===== src/rtl/core/sfc_pkg.sv =====
package sfc_pkg;

    localparam logic [7:0] STX_BYTE = 8'h02;
    localparam logic [7:0] ETX_BYTE = 8'h03;
    localparam int READ_BIT = 7;
    localparam int LEN_W = 7;

    typedef enum logic [2:0] {
        PH_HUNT  = 3'd0,
        PH_CMD   = 3'd1,
        PH_LEN   = 3'd2,
        PH_DATA  = 3'd3,
        PH_CHECK = 3'd4,
        PH_END   = 3'd5
    } phase_t;

    typedef enum logic [1:0] {
        ST_OK        = 2'd0,
        ST_BAD_START = 2'd1,
        ST_MISMATCH  = 2'd2,
        ST_BAD_END   = 2'd3
    } status_t;

    typedef struct packed {
        logic             frame_end;
        logic [7:0]       cmd_code;
        logic             write_flag;
        logic [LEN_W-1:0] payload_len;
        logic [7:0]       payload_byte;
        logic [LEN_W-1:0] payload_index;
        status_t          status;
    } result_t;

endpackage


===== src/rtl/core/sfc_parser.sv =====
module sfc_parser (
    input  logic             clk,
    input  logic             rst_n,
    input  logic [7:0]       data,
    input  logic             take,
    output logic             emit,
    output sfc_pkg::result_t result
);

    sfc_pkg::phase_t                phase_reg, phase_next;
    logic [7:0]                     cmd_reg, cmd_next;
    logic                           write_reg, write_next;
    logic [sfc_pkg::LEN_W-1:0]      len_reg, len_next;
    logic [sfc_pkg::LEN_W-1:0]      count_reg, count_next;
    logic [7:0]                     check_reg, check_next;
    logic [sfc_pkg::LEN_W-1:0]      count_inc;

    assign count_inc = count_reg + sfc_pkg::LEN_W'(1);

    // next state
    always_comb
    begin
        phase_next = phase_reg;
        cmd_next   = cmd_reg;
        write_next = write_reg;
        len_next   = len_reg;
        count_next = count_reg;
        check_next = check_reg;
        unique case (phase_reg)
            sfc_pkg::PH_CMD:
            begin
                cmd_next   = data;
                check_next = data;
                phase_next = sfc_pkg::PH_LEN;
            end
            sfc_pkg::PH_LEN:
            begin
                write_next = ~data[sfc_pkg::READ_BIT];
                len_next   = data[sfc_pkg::LEN_W-1:0];
                check_next = check_reg ^ data;
                count_next = '0;
                if (!data[sfc_pkg::READ_BIT] && data[sfc_pkg::LEN_W-1:0] != '0)
                begin
                    phase_next = sfc_pkg::PH_DATA;
                end
                else
                begin
                    phase_next = sfc_pkg::PH_CHECK;
                end
            end
            sfc_pkg::PH_DATA:
            begin
                check_next = check_reg ^ data;
                count_next = count_inc;
                if (count_inc >= len_reg)
                begin
                    phase_next = sfc_pkg::PH_CHECK;
                end
            end
            sfc_pkg::PH_CHECK:
            begin
                phase_next = (data != check_reg) ? sfc_pkg::PH_HUNT : sfc_pkg::PH_END;
            end
            sfc_pkg::PH_END:
            begin
                phase_next = sfc_pkg::PH_HUNT;
            end
            default:
            begin
                phase_next = (data == sfc_pkg::STX_BYTE) ? sfc_pkg::PH_CMD
                                                         : sfc_pkg::PH_HUNT;
            end
        endcase
    end

    // result for the byte at hand
    always_comb
    begin
        emit                 = 1'b0;
        result.frame_end     = 1'b1;
        result.cmd_code      = cmd_reg;
        result.write_flag    = write_reg;
        result.payload_len   = len_reg;
        result.payload_byte  = '0;
        result.payload_index = '0;
        result.status        = sfc_pkg::ST_OK;
        unique case (phase_reg)
            sfc_pkg::PH_CMD, sfc_pkg::PH_LEN:
            begin
                emit = 1'b0;
            end
            sfc_pkg::PH_DATA:
            begin
                emit                 = 1'b1;
                result.frame_end     = 1'b0;
                result.payload_byte  = data;
                result.payload_index = count_reg;
            end
            sfc_pkg::PH_CHECK:
            begin
                emit          = (data != check_reg);
                result.status = sfc_pkg::ST_MISMATCH;
            end
            sfc_pkg::PH_END:
            begin
                emit          = 1'b1;
                result.status = (data == sfc_pkg::ETX_BYTE) ? sfc_pkg::ST_OK
                                                            : sfc_pkg::ST_BAD_END;
            end
            default:
            begin
                emit               = (data != sfc_pkg::STX_BYTE);
                result.cmd_code    = '0;
                result.write_flag  = 1'b0;
                result.payload_len = '0;
                result.status      = sfc_pkg::ST_BAD_START;
            end
        endcase
    end

    always_ff @(posedge clk or negedge rst_n)
    begin
        if (!rst_n)
        begin
            phase_reg <= sfc_pkg::PH_HUNT;
            cmd_reg   <= '0;
            write_reg <= 1'b0;
            len_reg   <= '0;
            count_reg <= '0;
            check_reg <= '0;
        end
        else if (take)
        begin
            phase_reg <= phase_next;
            cmd_reg   <= cmd_next;
            write_reg <= write_next;
            len_reg   <= len_next;
            count_reg <= count_next;
            check_reg <= check_next;
        end
    end

endmodule


===== config.mk =====
export PLATFORM = sky130hd
export DESIGN_NAME = sfc_parser
export DESIGN_NICKNAME = d
export VERILOG_FILES = /design/src/rtl/core/sfc_pkg.sv /design/src/rtl/core/sfc_parser.sv
export SDC_FILE = /design/constraint.sdc
export NUM_CORES = 1
export LEC_CHECK = 0
export BUFFER_PORTS_ARGS = -buffer_cell sky130_fd_sc_hd__buf_2
export CAP_MARGIN = 10
export CORE_MARGIN = 2
export CORE_UTILIZATION = 45
export DETAILED_ROUTE_END_ITERATION = 8
export PLACE_DENSITY = 0.68
export SYNTH_ARGS = -nofsm -noshare
export SYNTH_HDL_FRONTEND = slang
export SYNTH_SLANG_ARGS = --single-unit

===== constraint.sdc =====
create_clock -name clk -period 4.2 [get_ports clk]
set_input_delay 1.26 -clock clk [delete_from_list [all_inputs] [get_ports clk]]
set_output_delay 1.26 -clock clk [all_outputs]
set_load 0.01 [all_outputs]

==> results.ini, run 1 <==
[yosys]
synth_area_leaders = dfrtp_1, and2_1, a21oi_1
yosysMostFrequentCell = dfrtp_1
syn_avg_cell_area_um2 = 9.163
yosysTopAreaCell = dfrtp_1
synthFlopType = dfrtp_1
netlist_area_mm2 = 0.002098
synth_cell_type_count = 41
ys_async_sr_fraction_pct = 100.0
syn-num-nets = 248
synth-seq-area-share_pct = 40.55
syn-instance-count = 229
synth_commonest_cells = dfrtp_1, and2_1, nand2_1, a21oi_1, nor2_1
synth_top_area_share_pct = 40.55
ys_ff_latch = 34
yosysWarningCount = 0
synth_edf_count = 0

[clocking]
cts_made_buffers = 5
cts_buffer_depth = 2
numClockSinks = 34
post_cts_buffers = 0
cts_resized = 0
insertion_delay_ns = 0.29
cts.clk_slew.worst_paths_ns = 0.07
postCtsHoldBufs = 0
cts_tree = built
htreeDepth = 2
cts-root-buf = clkbuf_8

[critical_path]
startpoint_type = primary input
path_class = in -> out
path_max_fanout = 8
cp-end-kind = primary output
cp.required_ns = 2.94
arrival_ns = 2.74

[drt]
antenna_left = 0
dr.pass1.iters = 4
drc = 0
routed_wl_um = 4771
wire_per_inst_um = 14.82
vias = 1732
drt_iter0_markers = 90
vias_per_cell = 5.379

[finish]
syn_to_final_growth_pct = 17.41
drive_gt1_share_pct = 24.07
num-nets-final = 288
antenna_cells = 0

[floorplanning]
die-area_mm2 = 0.005225
core_region_area_mm2 = 0.004414
io_pins = 46
start_util_pct = 47.53
fp.dieW_um = 72.29
rows = 24
die_h_um = 72.29

[grt]
grt-ovfl-total = 0
antenna_found_initial = 0
grt_pass1_vias = 1690
grtUsageTotal_pct = 20.09
grt_pass1_wl_um = 8004
grt_start_max_net_pins = 35

[timing]
rsz0062_at_grt = false
setup_viol = 0
fmax_mhz = 249.8
relSlewSlack_pct = 48.51
tightestPinTransition_ns = 0.7723
fin_crit_sh_pct = 95.32
fin_setup_tns_ns = 0
post-route-min-period_ns = 4.003
final-hold-violation-count = 0
finalClockSkew_ns = 0.006669
slew_violations = 0

[power_and_ir_drop]
leakagePower_nw = 1.212
p_per_area_mw_per_mm2 = 676.3
power_mw = 1.666
irDropWorstVdd_mv = 0.2771

[flow_run]
cap_violations = 0

[outcome]
status = completed

[placement]
gp_congestion = 0.8787
io_buffers = 45
detailed_place_hpwl_um = 3392

[worst_hold_path]
hp-class = reg -> reg

## cells in the final DEF, fill, tap and decap left out, drive strengths merged
cell type | synthesis | routed
a221o | 2 | 2
and2 | 24 | 24
and3b | 1 | 1
a31o | 1 | 1
clkbuf | 10 | 8
a31oi | 2 | 2
nor4b | 1 | 1
ha | 8 | 8
nand2b | 2 | 2
and4 | 1 | 1
nor4 | 1 | 1
nor4bb | 1 | 1
nand2 | 23 | 23
or4 | 1 | 1
nor2b | 4 | 4
nand3 | 5 | 5
a311oi | 1 | 1
a32o | 5 | 5
a221oi | 1 | 1
nor2 | 13 | 13
nand4 | 1 | 1
xnor2 | 2 | 2
a21oi | 21 | 21
nor3 | 1 | 1
inv | 10 | 10
dfrtp | 34 | 34
o41a | 1 | 1
mux2i | 8 | 8
or2 | 3 | 3
xor2 | 8 | 8
and3 | 2 | 2
buf | 7 | 50
o31ai | 2 | 2
o21ai | 12 | 12
mux2 | 10 | 10
## path summary, 6_finish.rpt
kind                                           from                  endpoint  slack [ns]  cells past startpoint
min reg2reg                  cmd_reg[3]$_DFFE_PN0P_    cmd_reg[3]$_DFFE_PN0P_        0.48                      1
max reg2reg                count_reg[0]$_DFFE_PN0P_  phase_reg[0]$_DFFE_PN0P_        1.55                      9
max in group asynchronous                     rst_n  check_reg[2]$_DFFE_PN0P_        2.66                      1
min in group asynchronous                     rst_n  count_reg[5]$_DFFE_PN0P_        1.04                      1
max                                         data[2]                      emit        0.20                      7
min                          cmd_reg[3]$_DFFE_PN0P_    cmd_reg[3]$_DFFE_PN0P_        0.48                      1
## final cells by class
cell class              count  area (um2)
flip-flops and latches     34       850.8
repair buffers             50       262.8
well taps                  52       65.06
inverters                  10       37.54
clock buffers               8       110.1
multi-input cells         168        1137
fillers                   403        1951
## stage by stage
stage | utilization, % | cell area, um2 | worst slack (ns) | hold slack, ns | cells
6_report | 55.81 | 2464 | 0.1967 | 0.4765 | 322
5_1_grt | 55.81 | 2464 | 0.07283 | 0.4981 | 322
4_1_cts | 55.81 | 2464 | 0.2113 | 0.4839 | 322
3_5_place_dp | 53.32 | 2354 | 0.2238 | 0.4675 | 314
3_3_place_gp | 53.32 | 2354 | 0.2357 | 0.4597 | 314
2_1_floorplan | - | 2098 | 0.4249 | 0.4489 | 229
## critical path, stage by stage
cell and delay (ns):
buf_2 0.16, or4_4 0.53, nor4b_2 0.31, a21oi_1 0.14
nor2_1 0.10, o21ai_1 0.10, buf_2 0.15
## layer usage
layer	wire length (um)	up-vias	GRT usage [%]	part of all wire (%)
met5	0	-	0	0
met2	2163	40	31.70	45
met3	246	6	4.583	5.2
met1	2295	814	27.40	48
li1	-	872	-	-
met4	65	0	6.709	1.4
## where the power goes
| part | leakage [nW] | total (mW) | switching, mW | internal [mW] |
|---|---|---|---|---|
| registers | 0.423 | 0.571 | 0.104 | 0.467 |
| clock network | 0.0575 | 0.283 | 0.118 | 0.166 |
| logic | 0.732 | 0.812 | 0.452 | 0.360 |
| total | 1.21 | 1.67 | 0.674 | 0.992 |
## cell families (layout without fill, tap and decap cells)
| logic type | count (synthesis) | in the layout | synth area share (%) |
|---|---|---|---|
| and+or+nand+nor | 84 | 84 | 21.47 |
| AOI/OAI and AO/OA | 48 | 48 | 14.31 |
| DFF | 34 | 34 | 40.55 |
| buffers and inverters | 27 | 68 | 5.546 |
| muxes | 18 | 18 | 9.183 |
| xor gates and xnor gates | 10 | 10 | 4.174 |
| adders and majority gates | 8 | 8 | 4.771 |
No activity file was read; power rests on OpenSTA's default activity.
==> run 2, diff against run 1 <==
Settings changed: CTS_BUF_LIST from default to sky130_fd_sc_hd__clkbuf_16.
==> run 2 against run 1 <==
Effect of this change:
- non-clock buffer count unchanged
- final area up 1.1%
- maximum frequency up 0.25%
- total power up 3.6%
- critical path depth unchanged
- worst hold slack worse by 0.0044 ns
- first-iteration DRC count up 20%
- flip-flop and latch count unchanged
- critical path type unchanged
- highest routed layer unchanged
==> results.ini, run 2 (synthesis gave the netlist of run 1 again) <==
[finish]
final_cells = 322  ; unchanged
antenna_cells = 0  ; unchanged
final_common_cell = buf_2
final_core_util_pct = 56.41  ; +0.60 points
syn_to_final_growth_pct = 18.66
num-nets-final = 288  ; unchanged
final_cell_mix = buf_2, dfrtp_1, and2_1
drive_gt1_share_pct = 22.96  ; -1.1 points

[placement]
io_buffers = 45  ; unchanged
preCtsSetupSlack_ns = 0.2238  ; unchanged
placed_cells = 314  ; unchanged
gp_congestion = 0.8787  ; unchanged
detailed_place_hpwl_um = 3392  ; unchanged

[floorplanning]
die-area_mm2 = 0.005225  ; unchanged
start_util_pct = 47.53  ; unchanged
fp.dieW_um = 72.29  ; unchanged
io_pins = 46  ; unchanged
rows = 24  ; unchanged
core_region_area_mm2 = 0.004414  ; unchanged
die_h_um = 72.29  ; unchanged

[power_and_ir_drop]
p_switching_mw = 0.6874  ; +1.9%
p_sw_share_pct = 39.80  ; -0.67 points
irDropWorstVdd_mv = 0.2731  ; -1.5%
p_int_mw = 1.040  ; +4.8%
p_per_area_mw_per_mm2 = 693.6  ; +2.6%
p_comb_share_pct = 47.1  ; -1.6 points
leakagePower_nw = 1.221  ; +0.73%
seq_power_share_pct = 33.1  ; -1.2 points
power_mw = 1.727  ; +3.6%
pwr-share-clk_pct = 19.8  ; +2.8 points

[clocking]
cts_resized = 0  ; unchanged
htreeDepth = 2  ; unchanged
cts_buffer_depth = 2  ; unchanged
cts_made_buffers = 5  ; unchanged
insertion_delay_ns = 0.27  ; -0.02 ns
cts.clk_slew.worst_paths_ns = 0.05  ; -0.02 ns
postCtsHoldBufs = 0  ; unchanged
post_cts_buffers = 0  ; unchanged
cts-root-buf = clkbuf_16
numClockSinks = 34  ; unchanged
cts_tree = built

[critical_path]
cp.required_ns = 2.94  ; about the same
rr_endpoint = phase_reg[0]$_DFFE_PN0P_
reg2reg_slack_ns = 1.55  ; about the same
reg2reg_from = count_reg[0]$_DFFE_PN0P_
cp-end-kind = primary output
startpoint_type = primary input
slowest_stage = or4_4
worstPathCellList = buf_2, or4_4, nor4b_2, a21oi_1, nor2_1, o21ai_1, buf_2
arrival_ns = 2.73  ; about the same
reg2reg_depth = 9  ; unchanged
path_max_fanout = 8  ; unchanged
max_stage_delay_ns = 0.53  ; about the same
path_class = in -> out
crit_path_frequent_cell = buf_2

[grt]
grt_pass1_vias = 1693  ; +0.18%
grt-ovfl-total = 0  ; unchanged
grt_start_max_net_pins = 35  ; unchanged
antenna_found_initial = 0  ; unchanged
grt_pass1_wl_um = 7962  ; -0.52%
grtUsageTotal_pct = 20.14  ; +0.053 points

[flow_run]
cap_violations = 0  ; unchanged

[drt]
drc = 0  ; unchanged
routed_wl_um = 4810  ; +0.82%
antenna_left = 0  ; unchanged
dr.pass1.iters = 4  ; unchanged
vias_per_cell = 5.506  ; +2.4%
vias = 1773  ; +2.4%
wire_per_inst_um = 14.94  ; +0.82%
drt_iter0_markers = 108  ; +20%

[timing]
post-route-min-period_ns = 3.993  ; -0.01007 ns
setup_viol = 0  ; unchanged
fin_crit_sh_pct = 95.08  ; -0.24 points
fin_setup_tns_ns = 0  ; unchanged
relSlewSlack_pct = 47.91  ; -0.60 points
slew_violations = 0  ; unchanged
setup_slack_ns = 0.2068  ; +0.01008 ns
fmax_mhz = 250.4  ; +0.25%
finalClockSkew_ns = 0.004633  ; -0.002036 ns
tightestPinTransition_ns = 0.7813  ; +0.008974 ns
rsz0062_at_grt = false
final-hold-violation-count = 0  ; unchanged

[outcome]
status = completed

[worst_hold_path]
worstHoldStart = cmd_reg[3]$_DFFE_PN0P_
holdPathStages = 1  ; unchanged
hold_end = cmd_reg[3]$_DFFE_PN0P_
hp-class = reg -> reg

## run 2: cell count changes in the layout (fill, tap and decap cells not counted)
cell / previous run / this run
clkbuf_8: 8 / 0
clkbuf_16: 0 / 5
clkinv_1: 0 / 3
## run 2: final cells by class
cell class	instances	area, um2
tap	52	65.06
timing repair buffer	50	262.8
clock inverter	3	11.26
fill	405	1924
inverter	10	37.54
sequential	34	850.8
clock buffer	5	125.1
multi-input combinational	168	1137
## run 2: how the worst max path moves through the flow
stage               slack (ns)     from  depth (start not counted)         to
finish                    0.21  data[2]                          7       emit
global route              0.07  data[2]                          7       emit
CTS                       0.21  data[2]                          7       emit
global placement          0.24  data[2]                          6  result[0]
floorplan                 0.42  data[3]                          5  result[0]
detailed placement        0.22  data[2]                          7       emit
## run 2: through the flow
step	area (um2)	hold WS, ns
global route	2490	0.4929
floorplan	2098	0.4489
global placement	2354	0.4597
CTS	2490	0.4797
finish	2490	0.4721
detailed placement	2354	0.4675
## run 2: routing by layer
| layer | vias up | global-route usage [%] | part of all wire, % |
|---|---|---|---|
| met5 | - | 0 | 0 |
| met4 | 0 | 8.595 | 1.5 |
| met3 | 5 | 3.889 | 6.2 |
| met2 | 59 | 31.91 | 45 |
| met1 | 834 | 27.02 | 47 |
| li1 | 875 | - | - |
## run 2: power by group through the flow
stage | logic (mW) | registers, mW | clock network [mW]
6_report | 0.813 | 0.572 | 0.342
5_1_grt | 0.915 | 0.592 | 0.362
4_1_cts | 0.821 | 0.572 | 0.349
3_5_place_dp | 0.815 | 0.576 | 0
3_3_place_gp | 0.800 | 0.572 | 0
2_1_floorplan | 0.584 | 0.540 | 0
## run 2: worst max-delay path, delay by kind of cell
kind,cells,cell delay [ns]
simple gates,3,0.94
compound gates,2,0.23
buf+inv,2,0.29
==> run 3, diff against run 2 <==
--- a/config.mk
+++ b/config.mk
@@ -12,4 +12,5 @@
 export CTS_BUF_LIST = sky130_fd_sc_hd__clkbuf_16
 export DETAILED_ROUTE_END_ITERATION = 8
+export HOLD_SLACK_MARGIN = 0.03
 export PLACE_DENSITY = 0.68
 export SYNTH_ARGS = -nofsm -noshare
==> constraint.sdc (replaced) <==
create_clock -name clk -period 4.2 [get_ports clk]
set_input_delay 1.26 -clock clk [delete_from_list [all_inputs] [get_ports clk]]
set_output_delay 1.26 -clock clk [all_outputs]
set_load 0.02 [all_outputs]
==> run 3 against run 2 <==
Effect of this change:
- total power grew 6.3%
- clock power is essentially flat
- utilization grew 0.31 points
- worst hold slack gained 0.0040 ns
- wire length grew 3.5%
- non-clock buffer count grew 2
- count of clock-buffer cells in the layout is the same
- cell count grew 0.31%
==> results.ini, run 3 (synthesis gave the netlist of run 1 again) <==
[floorplanning]
die-area_mm2 = 0.005225  ; unchanged
rows = 24  ; unchanged
die_h_um = 72.29  ; unchanged
fp.dieW_um = 72.29  ; unchanged
start_util_pct = 47.53  ; unchanged
core_region_area_mm2 = 0.004414  ; unchanged
io_pins = 46  ; unchanged

[drt]
routed_wl_um = 4979  ; +3.5%
antenna_left = 0  ; unchanged
vias = 1788  ; +0.85%
dr.pass1.iters = 4  ; unchanged
drt_iter0_markers = 116  ; +7.4%
wl_met1_um = 2328  ; +3.0%
top_layer_used = met4
wire_per_inst_um = 15.41  ; +3.2%
wl_met2_um = 2267  ; +4.1%
route.met3.wl_um = 293  ; -2.0%
drc = 0  ; unchanged
vias_per_cell = 5.536  ; +0.53%

[grt]
grtUsageTotal_pct = 20.67  ; +0.52 points
grt_start_max_net_pins = 35  ; unchanged
grt-ovfl-total = 0  ; unchanged
grt_pass1_vias = 1674  ; -1.1%
antenna_found_initial = 0  ; unchanged
grt_pass1_wl_um = 8073  ; +1.4%

[placement]
io_buffers = 45  ; unchanged
detailed_place_hpwl_um = 3617  ; +6.6%
gp_congestion = 0.8608  ; -2.0%
placed_area_mm2 = 0.002369  ; +0.64%

[clocking]
post_cts_buffers = 0  ; unchanged
htreeDepth = 2  ; unchanged
postCtsHoldBufs = 0  ; unchanged
cts.clk_slew.worst_paths_ns = 0.05  ; about the same
numClockSinks = 34  ; unchanged
cts_tree = built
cts_resized = 0  ; unchanged
cts-root-buf = clkbuf_16
cts_buffer_depth = 2  ; unchanged
cts_made_buffers = 5  ; unchanged
insertion_delay_ns = 0.28  ; about the same

[finish]
final_cell_mix = buf_2, dfrtp_1, and2_1
drive_gt1_share_pct = 24.35  ; +1.4 points
num-nets-final = 290  ; +0.69%
antenna_cells = 0  ; unchanged
final_common_cell = buf_2
postLayoutCellArea_mm2 = 0.002504  ; +0.55%
syn_to_final_growth_pct = 19.32
nFillCells = 405  ; unchanged

[critical_path]
worstSetupEndpoint = emit
arrival_ns = 2.72  ; about the same
rr_endpoint = phase_reg[0]$_DFFE_PN0P_
startpoint_type = primary input
slowest_stage = or4_4
startpoint = data[3]
cp-end-kind = primary output
reg2reg_slack_ns = 1.57  ; +0.02 ns
path_max_fanout = 3  ; -5
crit_family = simple AND/OR/NAND/NOR gates
crit_path_frequent_cell = buf_2
critPathBufInv = 2  ; unchanged
path_class = in -> out
worstPathCellList = buf_2, or4_4, nor4b_2, a21oi_1, nor2_1, o21ai_1, buf_2
worstSetupPathDepth = 7  ; unchanged
reg2reg_depth = 9  ; unchanged
max_stage_delay_ns = 0.53  ; about the same
cp.required_ns = 2.94  ; about the same
reg2reg_from = count_reg[0]$_DFFE_PN0P_

[power_and_ir_drop]
leakagePower_nw = 1.234  ; +1.0%
power_mw = 1.835  ; +6.3%
p_per_area_mw_per_mm2 = 733.0  ; +5.7%
irDropWorstVdd_mv = 0.2961  ; +8.4%

[outcome]
status = completed

[timing]
post-route-min-period_ns = 3.982  ; -0.01145 ns
fin_setup_tns_ns = 0  ; unchanged
setup_viol = 0  ; unchanged
fin_crit_sh_pct = 94.80  ; -0.27 points
fmax_mhz = 251.1  ; +0.29%
rsz0062_at_grt = false
hold_slack_ns = 0.4761  ; +0.003981 ns
relSlewSlack_pct = 48.56  ; +0.65 points
tightestPinTransition_ns = 0.7716  ; -0.009723 ns
slew_violations = 0  ; unchanged
finalClockSkew_ns = 0.002541  ; -0.002092 ns
final-hold-violation-count = 0  ; unchanged

[worst_hold_path]
worstHoldStart = cmd_reg[3]$_DFFE_PN0P_
hp-class = reg -> reg

[flow_run]
cap_violations = 0  ; unchanged

==> run 3: changes by cell type in the layout (fill, tap and decap cells not counted) <==
cell | previous run | this run
clkinv_1 | 3 | 0
buf_4 | 5 | 7
clkinv_2 | 0 | 2
==> run 3: report_power, final <==
part / switching, mW / internal [mW] / total [mW]
clock network: 0.131 / 0.214 / 0.344
logic: 0.554 / 0.363 / 0.917
registers: 0.106 / 0.468 / 0.574
total: 0.791 / 1.04 / 1.84
==> run 3: metal layers <==
| layer | vias to the layer above | GRT usage (%) |
|---|---|---|
| met5 | - | 0 |
| met4 | 0 | 8.805 |
| met3 | 7 | 4.167 |
| met2 | 52 | 31.29 |
| met1 | 852 | 28.88 |
| li1 | 877 | - |
==> run 3: how the worst min path moves through the flow <==
stage	slack, ns	cells after the start	endpoint
4_1_cts	0.48	1	cmd_reg[1]$_DFFE_PN0P_
6_report	0.48	1	cmd_reg[3]$_DFFE_PN0P_
3_5_place_dp	0.47	1	cmd_reg[1]$_DFFE_PN0P_
2_1_floorplan	0.45	1	cmd_reg[0]$_DFFE_PN0P_
5_1_grt	0.49	1	cmd_reg[2]$_DFFE_PN0P_
3_3_place_gp	0.46	1	cmd_reg[0]$_DFFE_PN0P_
==> run 3: per-stage QoR <==
step / setup slack [ns] / util [%] / cells
6_report: 0.2182 / 56.72 / 323
4_1_cts: 0.2167 / 56.72 / 323
2_1_floorplan: 0.3859 / - / 229
3_3_place_gp: 0.2353 / 53.66 / 316
5_1_grt: 0.1210 / 56.72 / 323
3_5_place_dp: 0.2217 / 53.66 / 316
==> run 3: worst reg2reg max path: stages (launching register included) <==
cell and delay [ns]:
dfrtp_1 0.45, ha_1 0.27, nand3_1 0.16, nor2_1 0.17, xor2_1 0.22, ha_1 0.28, nor2b_1 0.13, o31ai_1 0.24
and3_1 0.26, mux2_2 0.35
==> run 3: final cells by class <==
type                    count  area (um2)  area share (%)
well taps                  52       65.06           2.599
clock inverters             2       10.01          0.3998
multi-input cells         168        1137           45.43
inverters                  10       37.54           1.499
clock buffers               5       125.1           4.998
flip-flops and latches     34       850.8           33.98
repair buffers             52       277.8           11.09
